`src/sv/qau_pkg.sv`:
```
`timescale 1ns / 1ps

package qau_pkg;

    localparam int COMP_W = 16;
    localparam int FRAC_W = COMP_W - 4;
    localparam int PROD_W = 2 * COMP_W;
    localparam int SUM_W  = PROD_W + 2;
    localparam int RND_W  = SUM_W - FRAC_W;
    localparam int LIN_W  = COMP_W + 1;
    localparam int TERMS  = 4;

    typedef enum logic [1:0] {
        OP_ADD   = 2'd0,
        OP_SUB   = 2'd1,
        OP_MUL   = 2'd2,
        OP_SCALE = 2'd3
    } opcode_t;

    typedef struct packed {
        opcode_t                   opcode;
        logic signed [COMP_W-1:0] a_x;
        logic signed [COMP_W-1:0] a_y;
        logic signed [COMP_W-1:0] a_z;
        logic signed [COMP_W-1:0] a_w;
        logic signed [COMP_W-1:0] b_x;
        logic signed [COMP_W-1:0] b_y;
        logic signed [COMP_W-1:0] b_z;
        logic signed [COMP_W-1:0] b_w;
        logic signed [COMP_W-1:0] scale_factor;
    } in_t;

    typedef struct packed {
        logic signed [COMP_W-1:0] res_x;
        logic signed [COMP_W-1:0] res_y;
        logic signed [COMP_W-1:0] res_z;
        logic signed [COMP_W-1:0] res_w;
        logic                     saturated;
    } out_t;

    // per-stage load enables
    typedef struct packed {
        logic s1;
        logic s2;
        logic s3;
        logic s4;
    } qau_en_t;

    // component order: 0 x, 1 y, 2 z, 3 w
    // Hamilton term k of every component uses a[A_IDX[k]] * b[B_IDX[c][k]]
    localparam logic [TERMS-1:0][1:0] A_IDX = {2'd2, 2'd1, 2'd0, 2'd3};

    localparam logic [3:0][TERMS-1:0][1:0] B_IDX = {
        2'd2, 2'd1, 2'd0, 2'd3,
        2'd3, 2'd0, 2'd1, 2'd2,
        2'd0, 2'd3, 2'd2, 2'd1,
        2'd1, 2'd2, 2'd3, 2'd0
    };

    localparam logic [3:0][TERMS-1:0] NEG = {4'b1110, 4'b0100, 4'b0010, 4'b1000};

endpackage

```
`src/sv/qau_lane.sv`:
```
`timescale 1ns / 1ps

module qau_lane (
    input  logic                                       clk,
    input  logic                                       rst_n,
    input  qau_pkg::qau_en_t                           en,
    input  qau_pkg::opcode_t                           op,
    input  logic [qau_pkg::TERMS-1:0][qau_pkg::COMP_W-1:0] ma,
    input  logic [qau_pkg::TERMS-1:0][qau_pkg::COMP_W-1:0] mb,
    input  logic [qau_pkg::TERMS-1:0]                  neg,
    input  logic signed [qau_pkg::COMP_W-1:0]          lin_a,
    input  logic signed [qau_pkg::COMP_W-1:0]          lin_b,
    output logic signed [qau_pkg::COMP_W-1:0]          res,
    output logic                                       sat
);

    localparam int W = qau_pkg::COMP_W;
    localparam int T = qau_pkg::TERMS;
    localparam logic signed [qau_pkg::RND_W-1:0] SAT_HI =
        {{(qau_pkg::RND_W-W+1){1'b0}}, {(W-1){1'b1}}};
    localparam logic signed [qau_pkg::RND_W-1:0] SAT_LO =
        {{(qau_pkg::RND_W-W+1){1'b1}}, {(W-1){1'b0}}};
    localparam logic signed [qau_pkg::SUM_W-1:0] HALF =
        qau_pkg::SUM_W'(1) << (qau_pkg::FRAC_W - 1);

    // stage 1: products, add/sub
    logic signed [qau_pkg::PROD_W-1:0] prod_reg [T];
    logic signed [qau_pkg::PROD_W-1:0] prod_next [T];
    logic [T-1:0]                      neg1_reg;
    logic signed [qau_pkg::LIN_W-1:0]  lin1_reg;
    logic signed [qau_pkg::LIN_W-1:0]  lin1_next;
    qau_pkg::opcode_t                  op1_reg;

    // stage 2: exact sum
    logic signed [qau_pkg::SUM_W-1:0]  sum2_reg;
    logic signed [qau_pkg::SUM_W-1:0]  sum2_next;
    logic signed [qau_pkg::LIN_W-1:0]  lin2_reg;
    qau_pkg::opcode_t                  op2_reg;

    // stage 3: rounded sum, or add/sub result, before clipping
    logic signed [qau_pkg::RND_W-1:0]  rnd3_reg;
    logic signed [qau_pkg::RND_W-1:0]  rnd3_next;
    logic signed [qau_pkg::SUM_W-1:0]  rnd_sum;

    // stage 4: output
    logic signed [W-1:0]               res_reg;
    logic signed [W-1:0]               res_next;
    logic                              sat_reg;
    logic                              sat_next;

    logic signed [qau_pkg::SUM_W-1:0]  term [T];

    always_comb
    begin
        for (int k = 0; k < T; k++)
        begin
            prod_next[k] = qau_pkg::PROD_W'($signed(ma[k])) *
                           qau_pkg::PROD_W'($signed(mb[k]));
        end
        if (op == qau_pkg::OP_SUB)
        begin
            lin1_next = {lin_a[W-1], lin_a} - {lin_b[W-1], lin_b};
        end
        else
        begin
            lin1_next = {lin_a[W-1], lin_a} + {lin_b[W-1], lin_b};
        end
    end

    always_comb
    begin
        for (int k = 0; k < T; k++)
        begin
            term[k] = {{2{prod_reg[k][qau_pkg::PROD_W-1]}}, prod_reg[k]};
            if (neg1_reg[k])
            begin
                term[k] = -term[k];
            end
        end
        sum2_next = (term[0] + term[1]) + (term[2] + term[3]);
    end

    always_comb
    begin
        rnd_sum = sum2_reg + HALF;
        case (op2_reg)
            qau_pkg::OP_ADD, qau_pkg::OP_SUB:
            begin
                rnd3_next = {{(qau_pkg::RND_W-qau_pkg::LIN_W){lin2_reg[qau_pkg::LIN_W-1]}},
                             lin2_reg};
            end
            default:
            begin
                rnd3_next = rnd_sum[qau_pkg::SUM_W-1:qau_pkg::FRAC_W];
            end
        endcase
    end

    always_comb
    begin
        if (rnd3_reg > SAT_HI)
        begin
            res_next = SAT_HI[W-1:0];
            sat_next = 1'b1;
        end
        else if (rnd3_reg < SAT_LO)
        begin
            res_next = SAT_LO[W-1:0];
            sat_next = 1'b1;
        end
        else
        begin
            res_next = rnd3_reg[W-1:0];
            sat_next = 1'b0;
        end
    end

    always_ff @(posedge clk)
    begin
        if (en.s1)
        begin
            for (int k = 0; k < T; k++)
            begin
                prod_reg[k] <= prod_next[k];
            end
            neg1_reg <= neg;
            lin1_reg <= lin1_next;
        end
        if (en.s2)
        begin
            sum2_reg <= sum2_next;
            lin2_reg <= lin1_reg;
        end
        if (en.s3)
        begin
            rnd3_reg <= rnd3_next;
        end
        if (en.s4)
        begin
            res_reg <= res_next;
        end
    end

    always_ff @(posedge clk or negedge rst_n)
    begin
        if (!rst_n)
        begin
            op1_reg <= qau_pkg::OP_ADD;
            op2_reg <= qau_pkg::OP_ADD;
            sat_reg <= 1'b0;
        end
        else
        begin
            if (en.s1)
            begin
                op1_reg <= op;
            end
            if (en.s2)
            begin
                op2_reg <= op1_reg;
            end
            if (en.s4)
            begin
                sat_reg <= sat_next;
            end
        end
    end

    assign res = res_reg;
    assign sat = sat_reg;

endmodule

```
`config.mk`:
```
export PLATFORM = sky130hd
export DESIGN_NAME = qau_lane
export DESIGN_NICKNAME = d
export VERILOG_FILES = /design/src/sv/qau_pkg.sv /design/src/sv/qau_lane.sv
export SDC_FILE = /design/constraint.sdc
export NUM_CORES = 2
export LEC_CHECK = 0
export BUFFER_PORTS_ARGS = -buffer_cell sky130_fd_sc_hd__buf_2
export CORE_MARGIN = 2
export CORE_UTILIZATION = 56
export DETAILED_ROUTE_END_ITERATION = 10
export PLACE_DENSITY = 0.76
export SLEW_MARGIN = 0
export SYNTH_ARGS = -nofsm -noshare
export SYNTH_HDL_FRONTEND = slang
export SYNTH_SLANG_ARGS = --single-unit
```
`constraint.sdc`:
```
create_clock -name clk -period 15.87 [get_ports clk]
set_input_delay 3.174 -clock clk [delete_from_list [all_inputs] [get_ports clk]]
set_output_delay 3.174 -clock clk [all_outputs]
set_load 0.01 [all_outputs]
```
# [After elaboration in Yosys (flattened, before gate mapping)]
# Memories as Yosys holds them, arrays and structs flattened.
# Index checks and enable logic that the tools add are counted.
[word_totals] reg_bits=115 latchBits=0 mem_bits_rw=128 romBits=0 input_bits=172 out_inout_bits=17 word_cells=41 mem_count=1
[op_classes] n_addsub=10 multipliers=4 n_div=0 magnitude_cmp=2 n_eq_ne=2 n_shift=0 mux=11 bitwise_logic=0 reduce_logical=2
[mem_list] memory="prod_reg" words=4 width=32 rd=4 rd_clocked_by_memory_dff=0 write_ports=4 line="qau_lane.sv:27" rtl="logic signed [qau_pkg::PROD_W-1:0] prod_reg [T];"
[op_table] op="$mux W34" n=4
[op_table] op="$neg A32 Y34" n=4
[op_table] op="$mul A16 B16 Y32" n=4
[op_table] op="$add A34 B34 Y34" n=3
[op_table] op="$add A34 B13 Y34 const B" n=1
[op_table] op="$gt A22 B16 Y1 const B" n=1
[op_table] op="$lt A22 B16 Y1 const B" n=1
[op_table] op="$mux W22" n=1
[op_table] op="$add A16 B16 Y17" n=1
[op_table] op="$mux W17" n=1
[op_table] op="$sub A16 B16 Y17" n=1
[op_table] op="$mux W16" n=1
[op_table] op="$eq A2 B1 Y1 const B" n=2
[op_table] op="$mux W1" n=4
[op_table] op="$logic_not A2 Y1" n=1
[op_table] op="$reduce_or A2 Y1" n=1

# [Logic depth before layout (Yosys ltp)]
[depth] depth_word=4 mapped_depth=24 depth_no_buf=23

# [Worst setup path before layout]
# OpenSTA, ideal clock, no wires.
[synth_path] path_type="input to register" startpoint="input port ma[47] in the netlist's numbering" endpoint="memory prod_reg[2][29] in the netlist's numbering, data pin" setup_time_ns=0.180 t_arrival_ns=8.917 t_required_ns=15.690 slack_ns=6.773 cell_stages=22 path_buffers=2 cell_sequence="clkbuf_1 -> nand2_1 -> inv_1 -> fa_1 -> fa_1 -> fa_1 -> fa_1 -> fa_1 -> inv_1 -> fa_1 -> inv_1 -> ha_1 -> clkbuf_1 -> nand3_1 -> nor2_1 -> nand2_1 -> o21ai_0 -> a21oi_1 -> a311oi_1 -> a21oi_1 -> nand2b_1 -> a221oi_1"
[synth_rtl] item="start, declared" line="qau_lane.sv:8" rtl="input logic [qau_pkg::TERMS-1:0][qau_pkg::COMP_W-1:0] ma,"
[synth_rtl] item="end, declared" line="qau_lane.sv:27"

==> impl_metrics.yaml <==
die:
  die-area_um2: 97010
  boundaryPins: 189
  floorplan.rows: 112
  die_h_um: 311.5
  floorplan.initialDensity_pct: 56.64
  placeable_area_um2: 93470
  chipWidth_um: 311.5
synth:
  synth_seq_cells: 230
  ys_async_sr_fraction_pct: 1.304
  postSynthCellCount: 5487
  postSynth.topFlopCell: "sky130_fd_sc_hd__edfxtp_1"
  synth_fp_nets: 7154
  synth-edff-count: 227
  count_of_yosys_warnings_during_synthesis: 0
  yosysSeqAreaShare_pct: 13.02
  synthDominantAreaCellType: "sky130_fd_sc_hd__fa_1"
  post_synth_main_area_contributors: "sky130_fd_sc_hd__fa_1, sky130_fd_sc_hd__edfxtp_1, sky130_fd_sc_hd__ha_1"
  syn_area_per_cell_um2: 9.649
  mappedNetlistArea_um2: 52940
  synth_top_cell_area_share_pct: 42.12
  post_synth_cell_types: 67
layout:
  layout.core_utilization_pct: 59.52
  num-nets-final: 7214
  seqCellArea_um2: 6892
  number_of_filler_cells_placed_in_the_layout: 7979
  max_ffs_per_register: 128
  area_used_by_multi_input_combinational_logic_um2: 40800
  area_growth_syn_to_layout_pct: 5.076
  drive_above_1_share_pct: 4.440
worst_hold_path:
  hold_path.class: "register to register"
cts:
  clock_latency_ps: 530
  post_cts_setup_repair_buffer_count: 0
  post_cts.resized_instances: 0
  cts.sinks: 230
  root_buffer: "sky130_fd_sc_hd__clkbuf_16"
  cts-hold-fix-buffers: 0
  cts_htree_levels: 1
  cts_max_path_buffers: 3
  tritoncts_clock_tree: "built"
  tritoncts.num_buffers: 22
  clkTransAtPathRegs_ps: 70
route:
  drt_drc_violations_left: 0
  wl_per_cell_um: 17.48
  avg_vias_per_cell: 5.412
  dr.pass1.iters: 7
  antenna_violating_nets_post_route: 0
  vias: 36902
  drt_iter0_drc: 2154
  wirelength_mm: 119.2
timing:
  timing.fmax_mhz: 105.7
  worst-slew-pin-transition_ps: 1124
  finClkSkew_ps: 10.63
  rsz0062_at_grt: "no"
  number_of_max_slew_violations_in_the_final_report: 0
  final_min_period_over_clock_period_pct: 59.64
  report.final.setup_viol: 0
  maxSlewHeadroom_pct: 24.57
  final.setup.tns_ps: 0
  time_the_worst_path_needs_with_i_o_delays_and_setup_ps: 9465
  hold_viol: 0
placed_design:
  detailedPlacementHpwl_mm: 99.00
  gpl.final_weighted_congestion: 0.9427
  port_buffers: 188
grt:
  grt_pass1_vias: 39614
  grt_pass1_wl_mm: 199.5
  track_usage_pct: 25.40
  grt.overflow.total: 0
  grt_start_max_net_pins: 83
  antenna_violations_before_repair: 3
critical_path:
  cp-start-kind: "input pin"
  cp_data_arrival_time_ps: 9760
  path_class: "input pin to register"
  crit_required_ps: 16160
  end_kind: "register"
  path_max_fanout: 16
run:
  drv_cap: 0
status:
  status: "completed"
[cell usage in the layout (no fill, tap or decap), drive strengths merged, types with 11 or more instances in the layout]
master | synthesis | final
and3 | 21 | 21
xor2 | 166 | 166
edfxtp | 227 | 227
or4 | 25 | 25
buf | 4 | 190
nor4 | 19 | 19
a31oi | 11 | 11
fa | 1114 | 1114
nor2 | 171 | 171
xnor2 | 174 | 174
o41ai | 29 | 29
nand2b | 50 | 50
a21o | 42 | 42
nand2 | 609 | 609
a211oi | 15 | 15
nand3 | 45 | 45
clkbuf | 150 | 27
nand4 | 16 | 16
and2 | 495 | 495
o21bai | 14 | 14
o21ai | 102 | 102
a21oi | 142 | 142
ha | 381 | 381
o31ai | 36 | 36
nor3 | 51 | 51
nor2b | 20 | 20
or3 | 24 | 24
inv | 1245 | 1245
[layout make-up]
class	count	share of cell area, %
sequential	230	12.39
multi-input combinational	3857	73.33
clock buffer	27	1.062
clock inverter	13	0.2542
timing repair buffer	190	1.730
inverter	1246	8.407
antenna	1	0.004498
tap	1254	2.820
[final timing paths]
check,depth (start not counted),startpoint,slack [ps],endpoint
setup reg to reg,17,prod_reg[2][5],9410,sum2_reg[32]
hold reg to reg,0,lin1_reg[9],420,lin2_reg[9]
max in group asynchronous,1,rst_n,13330,sat
min in group asynchronous,1,rst_n,2430,op1_reg[1]
hold / removal,0,lin1_reg[9],420,lin2_reg[9]
setup / recovery,21,mb[33],6410,prod_reg[2][29]
[synth_stat cells, drive strengths merged (21+ instances only)]
master and count:
nand3 45, o21ai 102, edfxtp 227, ha 381
nand2 609, xnor2 174, fa 1114, and3 21
clkbuf 150, nor2 171, a21o 42, nand2b 50
a21oi 142, or4 25, and2 495, or3 24
nor3 51, o31ai 36, o41ai 29, xor2 166
inv 1245
[worst max-delay path, stage by stage]
cell and delay (ps):
sky130_fd_sc_hd__buf_2 290, sky130_fd_sc_hd__nand2_1 160, sky130_fd_sc_hd__inv_1 150, sky130_fd_sc_hd__fa_1 540
sky130_fd_sc_hd__fa_1 840, sky130_fd_sc_hd__fa_1 530, sky130_fd_sc_hd__fa_1 500, sky130_fd_sc_hd__fa_1 490
sky130_fd_sc_hd__inv_1 50, sky130_fd_sc_hd__fa_1 470, sky130_fd_sc_hd__inv_1 50, sky130_fd_sc_hd__ha_1 410
sky130_fd_sc_hd__nand3_1 170, sky130_fd_sc_hd__nor2_1 240, sky130_fd_sc_hd__nand2_1 80, sky130_fd_sc_hd__o21ai_0 150
sky130_fd_sc_hd__a21oi_1 110, sky130_fd_sc_hd__a311oi_1 660, sky130_fd_sc_hd__a21oi_1 130, sky130_fd_sc_hd__nand2b_1 160
sky130_fd_sc_hd__a221oi_1 390
[metrics by stage]
stage          hold slack (ps)  instance area (um^2)  setup slack (ps)  std cells
2_1_floorplan            400.3                 52940              6773       5487
3_3_place_gp             405.1                 54900              6183       6777
3_5_place_dp             407.4                 54900              5943       6777
4_1_cts                  423.6                 55630              6476       6817
5_1_grt                  428.2                 55630              5932       6818
6_report                 421.4                 55630              6405       6818
[logic make-up after synthesis]
logic type / synth area share [%]
XOR/XNOR: 5.625
AO/OA/AOI/OAI: 5.391
flip-flops: 13.02
AND/OR/NAND/NOR: 14.74
multiplexers: 0.1773
buffers and inverters: 9.926
adder cells (fa/ha/maj): 51.13
[layer usage]
metal	track usage (%)	part of all wire (%)	up-vias
met5	0	0	-
met4	6.511	2.9	0
met3	2.635	4.7	241
met2	45.53	52	1023
met1	32.95	40	18825
li1	-	-	16813
Power is not shown: default switching activity piles up to over one toggle a cycle in this logic, so the estimate is an artifact.
